==> src/polymul_pkg.sv <==
// ----------------------------------------------------------------------------
// Polynomial multiplier package
// Sizes, sequencer states and pipeline tag type shared by the design.
// ----------------------------------------------------------------------------
package polymul_pkg;

  localparam int MAX_TERMS = 32;
  localparam int COEF_BITS = 16;
  localparam int ACC_W     = 37;
  localparam int DEG_W     = 6;
  localparam int IDX_W     = (MAX_TERMS > 1) ? $clog2(MAX_TERMS) : 1;
  localparam int CNT_W     = $clog2(MAX_TERMS + 1);
  localparam int PROD_W    = 2 * COEF_BITS;
  localparam int K_W       = DEG_W + 1;

  typedef enum logic [1:0] {
    ST_IDLE,
    ST_CALC,
    ST_DRAIN
  } polymul_state_e;

  // tag carried alongside each product through the pipeline
  typedef struct packed {
    logic             first;
    logic             last;
    logic             final_res;
    logic [DEG_W-1:0] degree;
  } polymul_tag_t;

endpackage

==> src/polymul_if.sv <==
// ----------------------------------------------------------------------------
// Polynomial multiplier channels
// Valid/ready channels for coefficient pairs in and product terms out.
// ----------------------------------------------------------------------------
interface polymul_in_if import polymul_pkg::*; ();
  logic                        valid;
  logic                        ready;
  logic signed [COEF_BITS-1:0] coef_a;
  logic signed [COEF_BITS-1:0] coef_b;
  logic                        last;

  modport source (output valid, output coef_a, output coef_b, output last, input ready);
  modport sink   (input valid, input coef_a, input coef_b, input last, output ready);
endinterface

interface polymul_out_if import polymul_pkg::*; ();
  logic                    valid;
  logic                    ready;
  logic signed [ACC_W-1:0] coef;
  logic [DEG_W-1:0]        degree;
  logic                    final_res;
  logic                    dropped;

  modport source (output valid, output coef, output degree, output final_res,
                  output dropped, input ready);
  modport sink   (input valid, input coef, input degree, input final_res,
                  input dropped, output ready);
endinterface

==> src/polynomial_multiplier.sv <==
// Loading: coefficient pairs are accepted back to back while idle; the first product
//   term passes the read, product and output registers after the beat marked last.
// Throughput: the shared multiply-accumulate unit takes one product per cycle unless the
//   output stalls, so a load of n pairs costs n*n products plus the pipeline drain.
// Reset: control state clears asynchronously; coefficient stores are not cleared.
// ----------------------------------------------------------------------------
// Polynomial multiplier
// Schoolbook product of two coefficient vectors on one pipelined multiplier,
// one output coefficient accumulated at a time.
// ----------------------------------------------------------------------------
module polynomial_multiplier import polymul_pkg::*; (
  input  logic          clk_i,
  input  logic          rst_ni,
  polymul_in_if.sink    in_i,
  polymul_out_if.source out_o
);

  // coefficient stores
  logic signed [COEF_BITS-1:0] mem_a [MAX_TERMS];
  logic signed [COEF_BITS-1:0] mem_b [MAX_TERMS];

  polymul_state_e state_q, state_d;
  logic [CNT_W-1:0] load_cnt_q, n_q;
  logic             ovf_q, dropped_q;
  logic [DEG_W-1:0] k_q;
  logic [IDX_W-1:0] i_q;

  logic in_ready, issue, adv, in_acc, store_ok;

  // pipeline
  logic                        v1_q, v2_q;
  polymul_tag_t                tag_is, tag1_q, tag2_q;
  logic signed [COEF_BITS-1:0] rd_a_q, rd_b_q;
  logic signed [PROD_W-1:0]    prod_q;
  logic signed [ACC_W-1:0]     acc_q, acc_d;

  // output register
  logic                    out_valid_q;
  logic signed [ACC_W-1:0] out_coef_q;
  logic [DEG_W-1:0]        out_deg_q;
  logic                    out_final_q, out_drop_q;

  // index arithmetic
  logic [K_W-1:0]   n_ext, k_ext, k_nxt, i_ext, i_hi, i_lo, lo_nxt, j_ext;
  logic             at_hi, k_end;
  logic [IDX_W-1:0] j_idx;

  assign in_acc   = in_i.valid && in_ready;
  assign store_ok = (load_cnt_q < CNT_W'(MAX_TERMS));
  assign adv      = !out_valid_q || out_o.ready;

  assign n_ext  = K_W'(n_q);
  assign k_ext  = K_W'(k_q);
  assign i_ext  = K_W'(i_q);
  assign k_nxt  = k_ext + K_W'(1);
  assign i_hi   = (k_ext >= n_ext - K_W'(1)) ? n_ext - K_W'(1) : k_ext;
  assign i_lo   = (k_ext >= n_ext) ? k_ext - n_ext + K_W'(1) : '0;
  assign lo_nxt = (k_nxt >= n_ext) ? k_nxt - n_ext + K_W'(1) : '0;
  assign j_ext  = k_ext - i_ext;
  assign j_idx  = j_ext[IDX_W-1:0];
  assign at_hi  = (i_ext == i_hi);
  assign k_end  = (k_ext == (n_ext << 1) - K_W'(2));

  // tag for the product issued this cycle
  always_comb begin
    tag_is.first     = (i_ext == i_lo);
    tag_is.last      = at_hi;
    tag_is.final_res = at_hi && k_end;
    tag_is.degree    = k_q;
  end

  // next state
  always_comb begin
    state_d = state_q;
    case (state_q)
      ST_IDLE: begin
        if (in_acc && in_i.last) state_d = ST_CALC;
      end
      ST_CALC: begin
        if (adv && at_hi && k_end) state_d = ST_DRAIN;
      end
      ST_DRAIN: begin
        if (!v1_q && !v2_q) state_d = ST_IDLE;
      end
      default: state_d = ST_IDLE;
    endcase
  end

  // sequencer outputs
  always_comb begin
    in_ready = 1'b0;
    issue    = 1'b0;
    case (state_q)
      ST_IDLE:  in_ready = 1'b1;
      ST_CALC:  issue    = 1'b1;
      ST_DRAIN: begin
        in_ready = 1'b0;
        issue    = 1'b0;
      end
      default: begin
        in_ready = 1'b0;
        issue    = 1'b0;
      end
    endcase
  end

  // hold state, load count, overflow flag, length, drop flag and product indices
  always_ff @(posedge clk_i or negedge rst_ni) begin
    if (!rst_ni) begin
      state_q    <= ST_IDLE;
      load_cnt_q <= '0;
      ovf_q      <= 1'b0;
      n_q        <= '0;
      dropped_q  <= 1'b0;
      k_q        <= '0;
      i_q        <= '0;
    end else begin
      state_q <= state_d;
      if (in_acc) begin
        if (in_i.last) begin
          n_q        <= store_ok ? load_cnt_q + CNT_W'(1) : load_cnt_q;
          dropped_q  <= ovf_q || !store_ok;
          load_cnt_q <= '0;
          ovf_q      <= 1'b0;
          k_q        <= '0;
          i_q        <= '0;
        end else if (store_ok) begin
          load_cnt_q <= load_cnt_q + CNT_W'(1);
        end else begin
          ovf_q <= 1'b1;
        end
      end else if (issue && adv) begin
        // advance through i for this degree, then on to the next degree
        if (at_hi) begin
          k_q <= k_nxt[DEG_W-1:0];
          i_q <= lo_nxt[IDX_W-1:0];
        end else begin
          i_q <= i_q + IDX_W'(1);
        end
      end
    end
  end

  // write stores while loading
  always_ff @(posedge clk_i) begin
    if (in_acc && store_ok) begin
      mem_a[load_cnt_q[IDX_W-1:0]] <= in_i.coef_a;
      mem_b[load_cnt_q[IDX_W-1:0]] <= in_i.coef_b;
    end
  end

  // read stores, multiply
  always_ff @(posedge clk_i) begin
    if (adv) begin
      if (issue) begin
        rd_a_q <= mem_a[i_q];
        rd_b_q <= mem_b[j_idx];
        tag1_q <= tag_is;
      end
      if (v1_q) begin
        prod_q <= rd_a_q * rd_b_q;
        tag2_q <= tag1_q;
      end
    end
  end

  always_ff @(posedge clk_i or negedge rst_ni) begin
    if (!rst_ni) begin
      v1_q <= 1'b0;
      v2_q <= 1'b0;
    end else if (adv) begin
      v1_q <= issue;
      v2_q <= v1_q;
    end
  end

  // accumulate, restarting on the first product of each degree
  assign acc_d = (tag2_q.first ? ACC_W'(0) : acc_q) + ACC_W'(prod_q);

  always_ff @(posedge clk_i) begin
    if (adv && v2_q) begin
      acc_q <= acc_d;
      if (tag2_q.last) begin
        out_coef_q  <= acc_d;
        out_deg_q   <= tag2_q.degree;
        out_final_q <= tag2_q.final_res;
        out_drop_q  <= dropped_q;
      end
    end
  end

  // output beat valid
  always_ff @(posedge clk_i or negedge rst_ni) begin
    if (!rst_ni) begin
      out_valid_q <= 1'b0;
    end else if (adv) begin
      out_valid_q <= v2_q && tag2_q.last;
    end
  end

  assign in_i.ready      = in_ready;
  assign out_o.valid     = out_valid_q;
  assign out_o.coef      = out_coef_q;
  assign out_o.degree    = out_deg_q;
  assign out_o.final_res = out_final_q;
  assign out_o.dropped   = out_drop_q;

endmodule

==> src/flat_wrapper.sv <==
// flat-port wrapper written by rule: the top's interface ports become plain ports
module polynomial_multiplier_flat import polymul_pkg::*;
  (clk_i, rst_ni, in_i_valid, in_i_coef_a, in_i_coef_b, in_i_last, in_i_ready, out_o_valid, out_o_coef, out_o_degree, out_o_final_res, out_o_dropped, out_o_ready);
  polymul_in_if in_i_i ();
  polymul_out_if out_o_i ();
  input  logic clk_i;
  input  logic rst_ni;
  input wire logic [$bits(in_i_i.valid)-1:0] in_i_valid;
  input wire logic [$bits(in_i_i.coef_a)-1:0] in_i_coef_a;
  input wire logic [$bits(in_i_i.coef_b)-1:0] in_i_coef_b;
  input wire logic [$bits(in_i_i.last)-1:0] in_i_last;
  output wire logic [$bits(in_i_i.ready)-1:0] in_i_ready;
  output wire logic [$bits(out_o_i.valid)-1:0] out_o_valid;
  output wire logic [$bits(out_o_i.coef)-1:0] out_o_coef;
  output wire logic [$bits(out_o_i.degree)-1:0] out_o_degree;
  output wire logic [$bits(out_o_i.final_res)-1:0] out_o_final_res;
  output wire logic [$bits(out_o_i.dropped)-1:0] out_o_dropped;
  input wire logic [$bits(out_o_i.ready)-1:0] out_o_ready;
  assign in_i_i.valid = in_i_valid;
  assign in_i_i.coef_a = in_i_coef_a;
  assign in_i_i.coef_b = in_i_coef_b;
  assign in_i_i.last = in_i_last;
  assign in_i_ready = in_i_i.ready;
  assign out_o_valid = out_o_i.valid;
  assign out_o_coef = out_o_i.coef;
  assign out_o_degree = out_o_i.degree;
  assign out_o_final_res = out_o_i.final_res;
  assign out_o_dropped = out_o_i.dropped;
  assign out_o_i.ready = out_o_ready;
  polynomial_multiplier u_core (.clk_i(clk_i), .rst_ni(rst_ni), .in_i(in_i_i), .out_o(out_o_i));
endmodule
==> config.mk <==
export PLATFORM = sky130hd
export DESIGN_NAME = polynomial_multiplier_flat
export DESIGN_NICKNAME = d
export VERILOG_FILES = /design/src/polymul_pkg.sv /design/src/polymul_if.sv /design/src/polynomial_multiplier.sv /design/src/flat_wrapper.sv
export SDC_FILE = /design/constraint.sdc
export NUM_CORES = 2
export LEC_CHECK = 0
export BUFFER_PORTS_ARGS = -buffer_cell sky130_fd_sc_hd__clkbuf_2
export CAP_MARGIN = 20
export CORE_MARGIN = 2
export CORE_UTILIZATION = 66
export CTS_BUF_LIST = sky130_fd_sc_hd__clkbuf_4 sky130_fd_sc_hd__clkbuf_8
export DETAILED_ROUTE_END_ITERATION = 16
export GPL_ROUTABILITY_DRIVEN = 0
export HOLD_SLACK_MARGIN = 0.12
export PLACE_DENSITY = 0.83
export RECOVER_POWER = 100
export SKIP_LAST_GASP = 1
export SYNTH_ARGS = -nofsm -noshare
export SYNTH_HDL_FRONTEND = slang
export SYNTH_SLANG_ARGS = --single-unit
==> constraint.sdc <==
create_clock -name clk_i -period 8.2 [get_ports clk_i]
set_clock_uncertainty 0.2 [all_clocks]
set_input_delay 0.41 -clock clk_i [delete_from_list [all_inputs] [get_ports clk_i]]
set_output_delay 0.41 -clock clk_i [all_outputs]
set_load 0.02 [all_outputs]
==> run summary <==
Status: finished, violations left
Failing checks: max-capacitance violations, max-slew violations
First-pass GRT wire length: 202000 um
WP data arrival: 7.61 ns
Total global routing overflow: 0
Vias in the first global route: 33600
Mapped Area: 58600 um^2
Dpl cells: 4746
Fin. Hold Viols: 0
Total global-route track usage: 30.3%
Synthesis Warnings: 0
Die Span Y: 302 um
CTS Root Cell: clkbuf_8
Top FF cell, synth: edfxtp_1
Commonest non-fill, non-tap cell in the layout: edfxtp_1
1st-iter DRT viols: 3685
Initial Util: 66.5%
Worst Tran Pin Value: 3.58 ns
Max-Cap Viols: 54
Non-Filler Instances: 5119
DRC: 0
Vias/cell: 6.41
Die area: 91200 um^2
Hold Path Class: input port to register
Num CTS Buffers: 182
Layout cells sized above 1: 14.7%
Setup WS post-layout: 0.935 ns
CP peak stage delay: 2.26 ns
Crit Path Max Fanout: 95
Final nets: 4270
CP Data Required Time: 8.55 ns
Die width: 302 um
Core footprint: 88200 um^2
Place WS: 1.29 ns
Largest net degree at the start of global routing: 96
Setup crit end kind: register
Design area: 64300 um^2
Setup total negative slack: 0 ns
CP top delay family: buffers and inverters
Unique cell type count in the Yosys netlist: 68
Post-DRT Antenna Nets: 0
Crit path launch type: register
Worst-path clk slew: 0.07 ns
CP max stage cell: dfrtp_1
Routed wire length per instance: 26.2 um
Fraction of post-synthesis cell area in the top cell type by area: 60.8%
Post-Synthesis Cells: 3591
Synth area leader: edfxtp_1
Share of synthesized registers carrying an async set or reset: 2.46%
Peak Freq: 138 MHz
Final setup violation count: 0
Clk sinks: 1218
Sequential-to-total area share from yosys stat: 62.1%
Busiest grt layer: met2
CTS tree: done
Routed vias: 32800
HPWL after DPL: 79400 um
Met2 Use GR: 49.9%
Post-synthesis net count: 4055
Area post-placement: 60700 um^2
Initial DRT Pass Iterations: 6
Synthesized flop and latch total: 1218
Initial antenna violation count: 9
CTS Buffer Depth: 3
Final worst-path cycle share: 88.6%
Post-Syn Area per Cell: 16.3 um^2
Drt total wl: 134000 um
Global Route met3 Usage: 6.84%
H-Tree Depth: 4
Area grow syn2layout: 9.64%
Most frequent cells in the layout: 1188 x edfxtp_1, 349 x inv_1, 269 x fa_1
Post-synth EDFFs: 1188
Critical Path, Cell by Cell: buf_6 > clkbuf_2 > mux2i_1 > o221ai_1 > nand2_1 > nand2_1 > o221ai_1 > o21ai_0
IO Count: 84
Min Clock Period, post-route: 7.26 ns
Rows: 109
Grt met1 use: 39.8%
IO Port Bufs: 83
RSZ-0062 raised after global routing: false
Worst Path Buf+Inv: 2
Slew Limit Headroom: -139%
Worst setup path category: register to register
Top post-synthesis cells by area: edfxtp_1 61%, fa_1 9.2%, mux4_2 8.6%
Clk_lat worst skew: 0.88 ns
Max-slew violation count: 1491
## metal layers
| layer | wire (um) | vias up |
|---|---|---|
| met4 | 5250 | 6 |
| met5 | 41 | - |
| li1 | - | 13800 |
| met1 | 48900 | 16600 |
| met2 | 66300 | 2040 |
| met3 | 13700 | 366 |
## timing repair
item | in CTS | in global routing
hold buffers | 40 | 0
resized for setup | 0 | 0
endpoints found under the hold margin | 1078 | 0
setup buffers | 0 | 0
## cell type report
| class | instances | area [um^2] |
|---|---|---|
| Antenna cell | 3 | 7.51 |
| Clock buffer | 253 | 3060 |
| Clock inverter | 76 | 578 |
| Fill cell | 5203 | 23900 |
| Inverter | 351 | 1320 |
| Multi-Input combinational cell | 1879 | 20500 |
| Sequential cell | 1218 | 36400 |
| Tap cell | 1165 | 1460 |
| Timing Repair Buffer | 174 | 971 |
## path summary, 6_finish.rpt
| check | start | to | slack (ns) | cells past startpoint |
|---|---|---|---|---|
| worst max-delay path | u_core.i_q[0] | u_core.rd_a_q[6] | 0.94 | 8 |
| worst min-delay path | out_o_ready | u_core.v1_q | 0.21 | 5 |
| worst max register to register | u_core.i_q[0] | u_core.rd_a_q[6] | 0.94 | 8 |
| worst min register to register | u_core.tag1_q[6] | u_core.tag2_q[6] | 0.22 | 0 |
| max in group asynchronous | rst_ni | u_core.i_q[0] | 5.83 | 4 |
| min in group asynchronous | rst_ni | u_core.k_q[4] | 1.01 | 4 |
## tightest hold or removal path: cells and delay by family
| family | cells | cell delay (ns) |
|---|---|---|
| and+or+nand+nor | 3 | 0.18 |
| buffers and inverters | 2 | 0.63 |
## per-stage QoR
stage	util [%]	hold slack (ns)
global route	72.9	0.229
finish	72.9	0.209
detailed placement	68.7	0.205
floorplan	-	-0.0856
CTS	73.3	0.148
global placement	68.7	0.202
## cell families after synthesis
kind of cell               count (synthesis)  share of synthesized area [%]
DFF                                     1218                           62.1
and+or+nand+nor                          608                           5.04
buffers and inverters                    494                           3.19
adders and majority gates                427                           12.6
AOI/OAI and AO/OA                        372                           4.42
muxes                                    372                           11.2
xor gates and xnor gates                 100                           1.51
## registers in the layout, summed over array words and instances, names as in the netlist, 5 cells and up
register / count
u_core.tag1_q: 9
u_core.out_o.coef: 37
u_core.out_o.degree: 6
u_core.k_q: 6
u_core.load_cnt_q: 6
u_core.acc_q: 37
u_core.rd_b_q: 16
u_core.mem_b: 512
u_core.n_q: 6
u_core.prod_q: 32
u_core.i_q: 5
u_core.tag2_q: 9
u_core.rd_a_q: 16
u_core.mem_a: 512
## synth_stat cells (10+ instances only)
master,number
mux4_2,224
a211oi_1,11
edfxtp_1,1188
xor2_1,26
nand3_1,23
a31oi_1,13
nand2_1,223
o21bai_1,10
o21ai_0,69
nor3_1,13
o221ai_1,81
mux2_2,17
nor2b_1,49
a21o_1,35
a21oi_1,81
xnor2_1,73
ha_1,158
nand2b_1,21
fa_1,269
clkbuf_1,109
and2_1,126
mux2i_1,131
buf_1,21
o22ai_1,19
nor2_1,107
dfrtp_1,30
buf_2,13
inv_1,349
and3_1,13
Power is left out: the tool's default activity adds up to more than one toggle a clock period on the data nets, which glitch-free logic cannot reach.
